--- src/rbas_pkg.sv ---
`timescale 1ns / 1ps

package rbas_pkg;

    localparam int STACK_DEPTH = 16;
    localparam int CNT_W       = $clog2(STACK_DEPTH + 1);
    localparam int IDX_W       = (STACK_DEPTH > 1) ? $clog2(STACK_DEPTH) : 1;
    localparam int COORD_W     = 32;
    localparam int DEPTH_W     = 5;

    typedef logic [CNT_W-1:0] cnt_t;
    typedef logic [IDX_W-1:0] idx_t;
    typedef logic signed [COORD_W-1:0] coord_t;

    typedef enum logic [1:0] {
        ACT_ACCUM        = 2'd0,
        ACT_SAVE         = 2'd1,
        ACT_RESTORE      = 2'd2,
        ACT_RESTORE_CLIP = 2'd3
    } action_e;

    typedef enum logic [1:0] {
        ST_OK    = 2'd0,
        ST_FULL  = 2'd1,
        ST_EMPTY = 2'd2
    } status_e;

    typedef struct packed {
        coord_t min_x;
        coord_t min_y;
        coord_t max_x;
        coord_t max_y;
        logic   has_box;
    } box_t;

    typedef struct packed {
        action_e action;
        coord_t  left_edge;
        coord_t  top_edge;
        coord_t  right_edge;
        coord_t  bottom_edge;
    } item_t;

    typedef struct packed {
        box_t    box;
        cnt_t    count;
        status_e status;
        logic    push;
    } step_t;

    typedef struct packed {
        logic wr_en;
        idx_t wr_idx;
        idx_t rd_idx;
    } stack_req_t;

endpackage

--- src/rbas_stack.sv ---
`timescale 1ns / 1ps

module rbas_stack #(
    parameter int WIDTH = 8,
    parameter int DEPTH = 16,
    localparam int ADDR_W = (DEPTH > 1) ? $clog2(DEPTH) : 1
) (
    input  logic              aclk,
    input  logic              wr_en,
    input  logic [ADDR_W-1:0] wr_addr,
    input  logic [WIDTH-1:0]  wr_data,
    input  logic [ADDR_W-1:0] rd_addr,
    output logic [WIDTH-1:0]  rd_data
);

    logic [WIDTH-1:0] entry_reg [DEPTH];
    logic [WIDTH-1:0] rd_data_reg;

    // contents are not cleared: only entries written by a save are popped
    always_ff @(posedge aclk) begin
        if (wr_en) begin
            entry_reg[wr_addr] <= wr_data;
        end
        rd_data_reg <= entry_reg[rd_addr];
    end

    assign rd_data = rd_data_reg;

endmodule

--- src/rbas_box_step.sv ---
`timescale 1ns / 1ps

module rbas_box_step (
    input  rbas_pkg::item_t item,
    input  rbas_pkg::box_t  cur_box,
    input  rbas_pkg::cnt_t  count,
    input  rbas_pkg::box_t  top_box,
    output rbas_pkg::step_t step_next
);
    import rbas_pkg::*;

    function automatic box_t merge_rect(box_t b, coord_t l, coord_t t, coord_t r, coord_t bo);
        box_t res;
        res = b;
        if (l < r && t < bo) begin
            if (!b.has_box) begin
                res.min_x   = l;
                res.min_y   = t;
                res.max_x   = r;
                res.max_y   = bo;
                res.has_box = 1'b1;
            end else begin
                if (l < b.min_x) res.min_x = l;
                if (t < b.min_y) res.min_y = t;
                if (r > b.max_x) res.max_x = r;
                if (bo > b.max_y) res.max_y = bo;
            end
        end
        return res;
    endfunction

    coord_t ll, lt, lr, lb;

    // layer box, intersected with the item's rectangle for restore with clip
    always_comb begin
        ll = cur_box.min_x;
        lt = cur_box.min_y;
        lr = cur_box.max_x;
        lb = cur_box.max_y;
        if (item.action == ACT_RESTORE_CLIP) begin
            if (item.left_edge > ll)   ll = item.left_edge;
            if (item.top_edge > lt)    lt = item.top_edge;
            if (item.right_edge < lr)  lr = item.right_edge;
            if (item.bottom_edge < lb) lb = item.bottom_edge;
        end
    end

    always_comb begin
        step_next.box    = cur_box;
        step_next.count  = count;
        step_next.status = ST_OK;
        step_next.push   = 1'b0;
        unique case (item.action)
            ACT_ACCUM: begin
                step_next.box = merge_rect(cur_box, item.left_edge, item.top_edge,
                                           item.right_edge, item.bottom_edge);
            end
            ACT_SAVE: begin
                if (count >= CNT_W'(STACK_DEPTH)) begin
                    step_next.status = ST_FULL;
                end else begin
                    step_next.push  = 1'b1;
                    step_next.count = count + CNT_W'(1);
                    step_next.box   = '0;
                end
            end
            ACT_RESTORE, ACT_RESTORE_CLIP: begin
                if (count == '0) begin
                    step_next.status = ST_EMPTY;
                end else begin
                    step_next.count = count - CNT_W'(1);
                    if (cur_box.has_box) begin
                        step_next.box = merge_rect(top_box, ll, lt, lr, lb);
                    end else begin
                        step_next.box = top_box;
                    end
                end
            end
            default: begin
                step_next.box = cur_box;
            end
        endcase
    end

endmodule

--- src/rect_bounds_accumulator_stack_core.sv ---
`timescale 1ns / 1ps

// channel   dir  tdata (low bit up)                                  tuser
// s_        in   left_edge, top_edge, right_edge, bottom_edge        action
// m_        out  bound_left/top/right/bottom, depth_now, zero fill   bound_valid, status
//
// one beat per cycle sustained while m_tready holds; each input beat passes the input register,
// then the box and stack update into the result register
// s_tready follows m_tready through the input register when both stages are full
// reset clears the box, the depth and the valid flags; stack entries are not cleared

module rect_bounds_accumulator_stack_core (
    input  logic         aclk,
    input  logic         aresetn,
    input  logic         s_tvalid,
    output logic         s_tready,
    input  logic [127:0] s_tdata,   // left_edge, top_edge, right_edge, bottom_edge
    input  logic [1:0]   s_tuser,   // action
    output logic         m_tvalid,
    input  logic         m_tready,
    output logic [135:0] m_tdata,   // bound_left, bound_top, bound_right, bound_bottom,
                                    // depth_now, zero fill
    output logic [2:0]   m_tuser    // bound_valid, status
);
    import rbas_pkg::*;

    logic       in_valid_reg;
    item_t      in_item_reg;
    box_t       cur_box_reg;
    cnt_t       count_reg;
    logic       out_valid_reg;
    box_t       bound_reg;
    logic [DEPTH_W-1:0] depth_reg;
    status_e    status_reg;
    logic       fwd_sel_reg;
    box_t       fwd_box_reg;

    logic       advance;
    item_t      s_item;
    box_t       top_box;
    box_t       ram_box;
    step_t      step_next;
    stack_req_t stack_req;
    cnt_t       count_after;
    cnt_t       top_cnt;

    assign advance  = in_valid_reg && (!out_valid_reg || m_tready);
    assign s_tready = !in_valid_reg || advance;

    assign s_item.action      = action_e'(s_tuser);
    assign s_item.left_edge   = s_tdata[31:0];
    assign s_item.top_edge    = s_tdata[63:32];
    assign s_item.right_edge  = s_tdata[95:64];
    assign s_item.bottom_edge = s_tdata[127:96];

    // the ram read register holds the entry below the next depth, except for an entry just pushed
    assign count_after      = advance ? step_next.count : count_reg;
    assign top_cnt          = count_after - CNT_W'(1);
    assign stack_req.wr_en  = advance && step_next.push;
    assign stack_req.wr_idx = count_reg[IDX_W-1:0];
    assign stack_req.rd_idx = top_cnt[IDX_W-1:0];

    rbas_stack #(
        .WIDTH ($bits(box_t)),
        .DEPTH (STACK_DEPTH)
    ) u_stack (
        .aclk    (aclk),
        .wr_en   (stack_req.wr_en),
        .wr_addr (stack_req.wr_idx),
        .wr_data (cur_box_reg),
        .rd_addr (stack_req.rd_idx),
        .rd_data (ram_box)
    );

    // a box pushed last cycle is not yet in the read register
    assign top_box = fwd_sel_reg ? fwd_box_reg : ram_box;

    rbas_box_step u_step (
        .item      (in_item_reg),
        .cur_box   (cur_box_reg),
        .count     (count_reg),
        .top_box   (top_box),
        .step_next (step_next)
    );

    always_ff @(posedge aclk) begin
        if (!aresetn) begin
            in_valid_reg  <= 1'b0;
            out_valid_reg <= 1'b0;
            cur_box_reg   <= '0;
            count_reg     <= '0;
            fwd_sel_reg   <= 1'b0;
        end else begin
            fwd_sel_reg <= stack_req.wr_en;
            if (s_tready) begin
                in_valid_reg <= s_tvalid;
            end
            if (advance) begin
                out_valid_reg <= 1'b1;
                cur_box_reg   <= step_next.box;
                count_reg     <= step_next.count;
            end else if (m_tready) begin
                out_valid_reg <= 1'b0;
            end
        end
    end

    always_ff @(posedge aclk) begin
        if (s_tvalid && s_tready) begin
            in_item_reg <= s_item;
        end
        if (stack_req.wr_en) begin
            fwd_box_reg <= cur_box_reg;
        end
        if (advance) begin
            bound_reg  <= step_next.box.has_box ? step_next.box : '0;
            depth_reg  <= DEPTH_W'(step_next.count);
            status_reg <= step_next.status;
        end
    end

    assign m_tvalid = out_valid_reg;
    assign m_tdata  = {3'b000, depth_reg, bound_reg.max_y, bound_reg.max_x,
                       bound_reg.min_y, bound_reg.min_x};
    assign m_tuser  = {status_reg, bound_reg.has_box};

`ifndef SYNTHESIS
    a_depth_range: assert property (@(posedge aclk) disable iff (!aresetn)
        count_reg <= CNT_W'(STACK_DEPTH))
        else $error("stack depth beyond capacity");

    a_full_depth: assert property (@(posedge aclk) disable iff (!aresetn)
        (out_valid_reg && status_reg == ST_FULL) |-> depth_reg == DEPTH_W'(STACK_DEPTH))
        else $error("full status with stack not full");

    a_empty_depth: assert property (@(posedge aclk) disable iff (!aresetn)
        (out_valid_reg && status_reg == ST_EMPTY) |-> depth_reg == '0)
        else $error("empty status with stack not empty");

    a_empty_box: assert property (@(posedge aclk) disable iff (!aresetn)
        (out_valid_reg && !bound_reg.has_box) |-> m_tdata[127:0] == '0)
        else $error("empty box reports nonzero bounds");

    a_push_count: assert property (@(posedge aclk) disable iff (!aresetn)
        stack_req.wr_en |=> count_reg == $past(count_reg) + CNT_W'(1))
        else $error("push without depth increment");
`endif

endmodule
--- config.mk ---
export PLATFORM = sky130hd
export DESIGN_NAME = rect_bounds_accumulator_stack_core
export DESIGN_NICKNAME = d
export VERILOG_FILES = /design/src/rbas_pkg.sv /design/src/rbas_stack.sv /design/src/rbas_box_step.sv /design/src/rect_bounds_accumulator_stack_core.sv
export SDC_FILE = /design/constraint.sdc
export NUM_CORES = 2
export LEC_CHECK = 0
export BUFFER_PORTS_ARGS = -buffer_cell sky130_fd_sc_hd__buf_2
export CAP_MARGIN = 5
export CORE_MARGIN = 5
export CORE_UTILIZATION = 30
export DETAILED_ROUTE_END_ITERATION = 7
export HOLD_SLACK_MARGIN = 0.06
export SYNTH_ARGS = -nofsm -noshare
export SYNTH_HDL_FRONTEND = slang
export SYNTH_SLANG_ARGS = --single-unit
--- constraint.sdc ---
create_clock -name aclk -period 55.4 [get_ports aclk]
set_clock_uncertainty 0.2 [all_clocks]
set_input_delay 5.54 -clock aclk [delete_from_list [all_inputs] [get_ports aclk]]
set_output_delay 5.54 -clock aclk [all_outputs]
set_load 0.02 [all_outputs]
==> flow_summary.ini <==
[outcome]
status = finished, violations left
violations = design-rule violations

[setup_path]
r2r_start = cur_box_reg[63]
critical_path.max_fanout = 4
worstSetupPathType = input pin to output port
reg2reg_depth = 27
r2r_end = m_tdata[65]
rrSetupSlack_ns = 44.60
worstPathRequired_ns = 49.66
endpoint_kind = output port
cp-startpoint = m_tready
cp-start-kind = input pin
arrival_ns = 6.12

[clock_tree]
root_buffer = clkbuf_16
cts.htree.levels = 5
post_cts_buffers = 0
cts_tree = built
cts_buffer_depth = 4
clock_latency_ns = 0.95
clock_sinks = 2725
clkSlewWorstSetupHoldPaths_ns = 0.06
ctsResizeCount = 0
holdBufCountCts = 0
cts_buffers = 294

[pwr]
power.share.combinational_pct = 14.7
vdd_ir_drop_max_v = 0.0000245
pwr_density_cell_nw_per_um2 = 38.7
p_sw_share_pct = 26.8
internal_power_mw = 3.74
seqPwrFrac_pct = 47.0
p_leak_nw = 44.7
p_sw_mw = 1.37
clkPwrFrac_pct = 38.2
finalPower_mw = 5.11

[worst_hold_path]
min_path_type = register to register
min_path_cells = 2
hold_end = m_tvalid
hold_start = in_valid_reg

[synth]
synth_area_leader_cell = edfxtp_1
synth-main-ff-cell = edfxtp_1
synth_edf_count = 2459
netlist.area_leader.share_pct = 64.4
yosysWarningCount = 0
yosysMostFrequentCell = edfxtp_1
syn_area_um2 = 115000
synth_seq_cells = 2725
syn_inst = 6476
synth_cell_types = 82
seq_area_frac_synth_pct = 69.0
synth.area.top_cells = edfxtp_1, mux4_2, dfxtp_1
synth_common_cells = edfxtp_1, mux4_2, ha_1, inv_1, a21oi_1
syn_avg_cell_area_um2 = 17.7
async_reset_ff_share_pct = 0

[final_layout]
area_delta_synth_final_pct = 15.1
largest_register_ffs = 2064
fin_util_pct = 34.6
finalNetCount = 7358
stdcell_count = 12149
fill_cells = 35805
layout-drive-gt1-share_pct = 23.2

[timing]
grt_setup_unrepaired = false
final_max_slew_viol_count = 0
fin_crit_sh_pct = 21.4
fin_ws_ns = 43.54
fmax_mhz = 84.3
relSlewSlack_pct = 11.8
setup_violations = 0
period_needed_ns = 11.86
tns_ns = 0
worstMarginPinSlew_ns = 1.31
final_hold_viol_count = 0

[detailed_routing]
drc_errors = 7
first_pass_iters = 8
wirelength_mm = 370
avgRoutedWirePerCell_um = 30.5
vias = 65714
drt_iter0_markers = 7563
viasPerCell = 5.41
ant_nets = 0

[grt]
grtUsageMet3_pct = 3.69
grt_overflow = 0
grt_first_pass_wirelength_mm = 515
grt_antenna_before_repair = 33
grt_pass1_vias = 65433
grt_start_max_net_pins = 155
track_usage_pct = 18.2
grt.busiest_layer = met2
gr-usage-met2_pct = 28.8
grt_util_met1_pct = 22.3

[floorplanning]
std_cell_rows = 227
initial_utilization_pct = 30.0
dieArea_um2 = 395000
ioPinCount = 275
coreArea_um2 = 382000
die_height_um = 628
dieWidth_um = 628

[place]
place_ws_ns = 42.67
portBuffers = 271
dp_cells = 11587
dp_hpwl_mm = 239
gp_congestion = 0.968

[run]
drv_cap = 0
==> routing by layer <==
| metal | up-vias | share of wire (%) |
|---|---|---|
| li1 | 27166 | - |
| met1 | 34458 | 38 |
| met2 | 3286 | 46 |
| met3 | 798 | 7.7 |
| met4 | 6 | 8.3 |
| met5 | - | 0.011 |
==> final cells by class <==
cell class                 count  area [um^2]  area share [%]
antenna                       21         52.6          0.0398
clock buffer                 385         8020            6.07
clock inverter               156         1590            1.20
inverter                     280         1060           0.802
multi-input combinational   3144        33500            25.3
sequential                  2725        79200            60.0
tap                         5038         6300            4.77
timing repair buffer         400         2400            1.82
==> critical path, stage by stage <==
cell and delay, ns:
buf_2 0.10, nor2b_1 0.21, nand2_1 0.10, buf_2 0.17
==> how the worst max path moves through the flow <==
| stage | to | slack [ns] | cells after the start |
|---|---|---|---|
| after floorplan | u_stack.entry_reg[3][0] | 33.03 | 9 |
| after global placement | u_stack.rd_data[89] | 42.53 | 13 |
| after detailed placement | u_stack.rd_data[91] | 42.67 | 13 |
| after CTS | s_tready | 43.54 | 4 |
| after global routing | u_stack.rd_data[89] | 43.17 | 13 |
| final | s_tready | 43.54 | 4 |
==> power by group through the flow <==
stage | clock [mW] | combinational [mW] | sequential, mW
floorplan | 0 | 0.503 | 2.39
global placement | 0 | 0.732 | 2.44
detailed placement | 0 | 0.744 | 2.44
CTS | 1.99 | 0.748 | 2.40
global route | 2.08 | 0.804 | 2.40
finish | 1.95 | 0.751 | 2.40
==> cell families (layout without fill, tap and decap cells) <==
group,count (synthesis),in the layout,synth area share (%)
AOI/OAI and AO/OA,1063,1063,5.96
xor gates and xnor gates,8,8,0.0611
adders and majority gates,380,380,4.14
buffers and inverters,609,1221,2.05
DFF,2725,2725,69.0
muxes,966,966,15.6
other,1,24,0.00327
and+or+nand+nor,724,724,3.20
==> placed cells by master (no fill, tap or decap), types with 63 or more instances in the layout <==
master and instances:
a31oi_1 74, nand4_1 69, a22oi_1 96, mux4_2 645, clkbuf_1 65, mux2_2 86, clkbuf_16 299, o21ai_0 217
a21o_1 63, nand2_1 181, dfxtp_1 265, a21oi_1 271, inv_1 278, nor2_1 115, buf_4 123, edfxtp_1 2459
buf_2 271, ha_1 378, mux2i_1 228
==> through the flow <==
stage / instance area, um^2 / hold WS [ns]
finish: 132000 / 0.354
global placement: 122000 / 0.340
floorplan: 115000 / 0.287
CTS: 132000 / 0.362
detailed placement: 122000 / 0.331
global route: 132000 / 0.427
(Power assumes the default switching activity.)
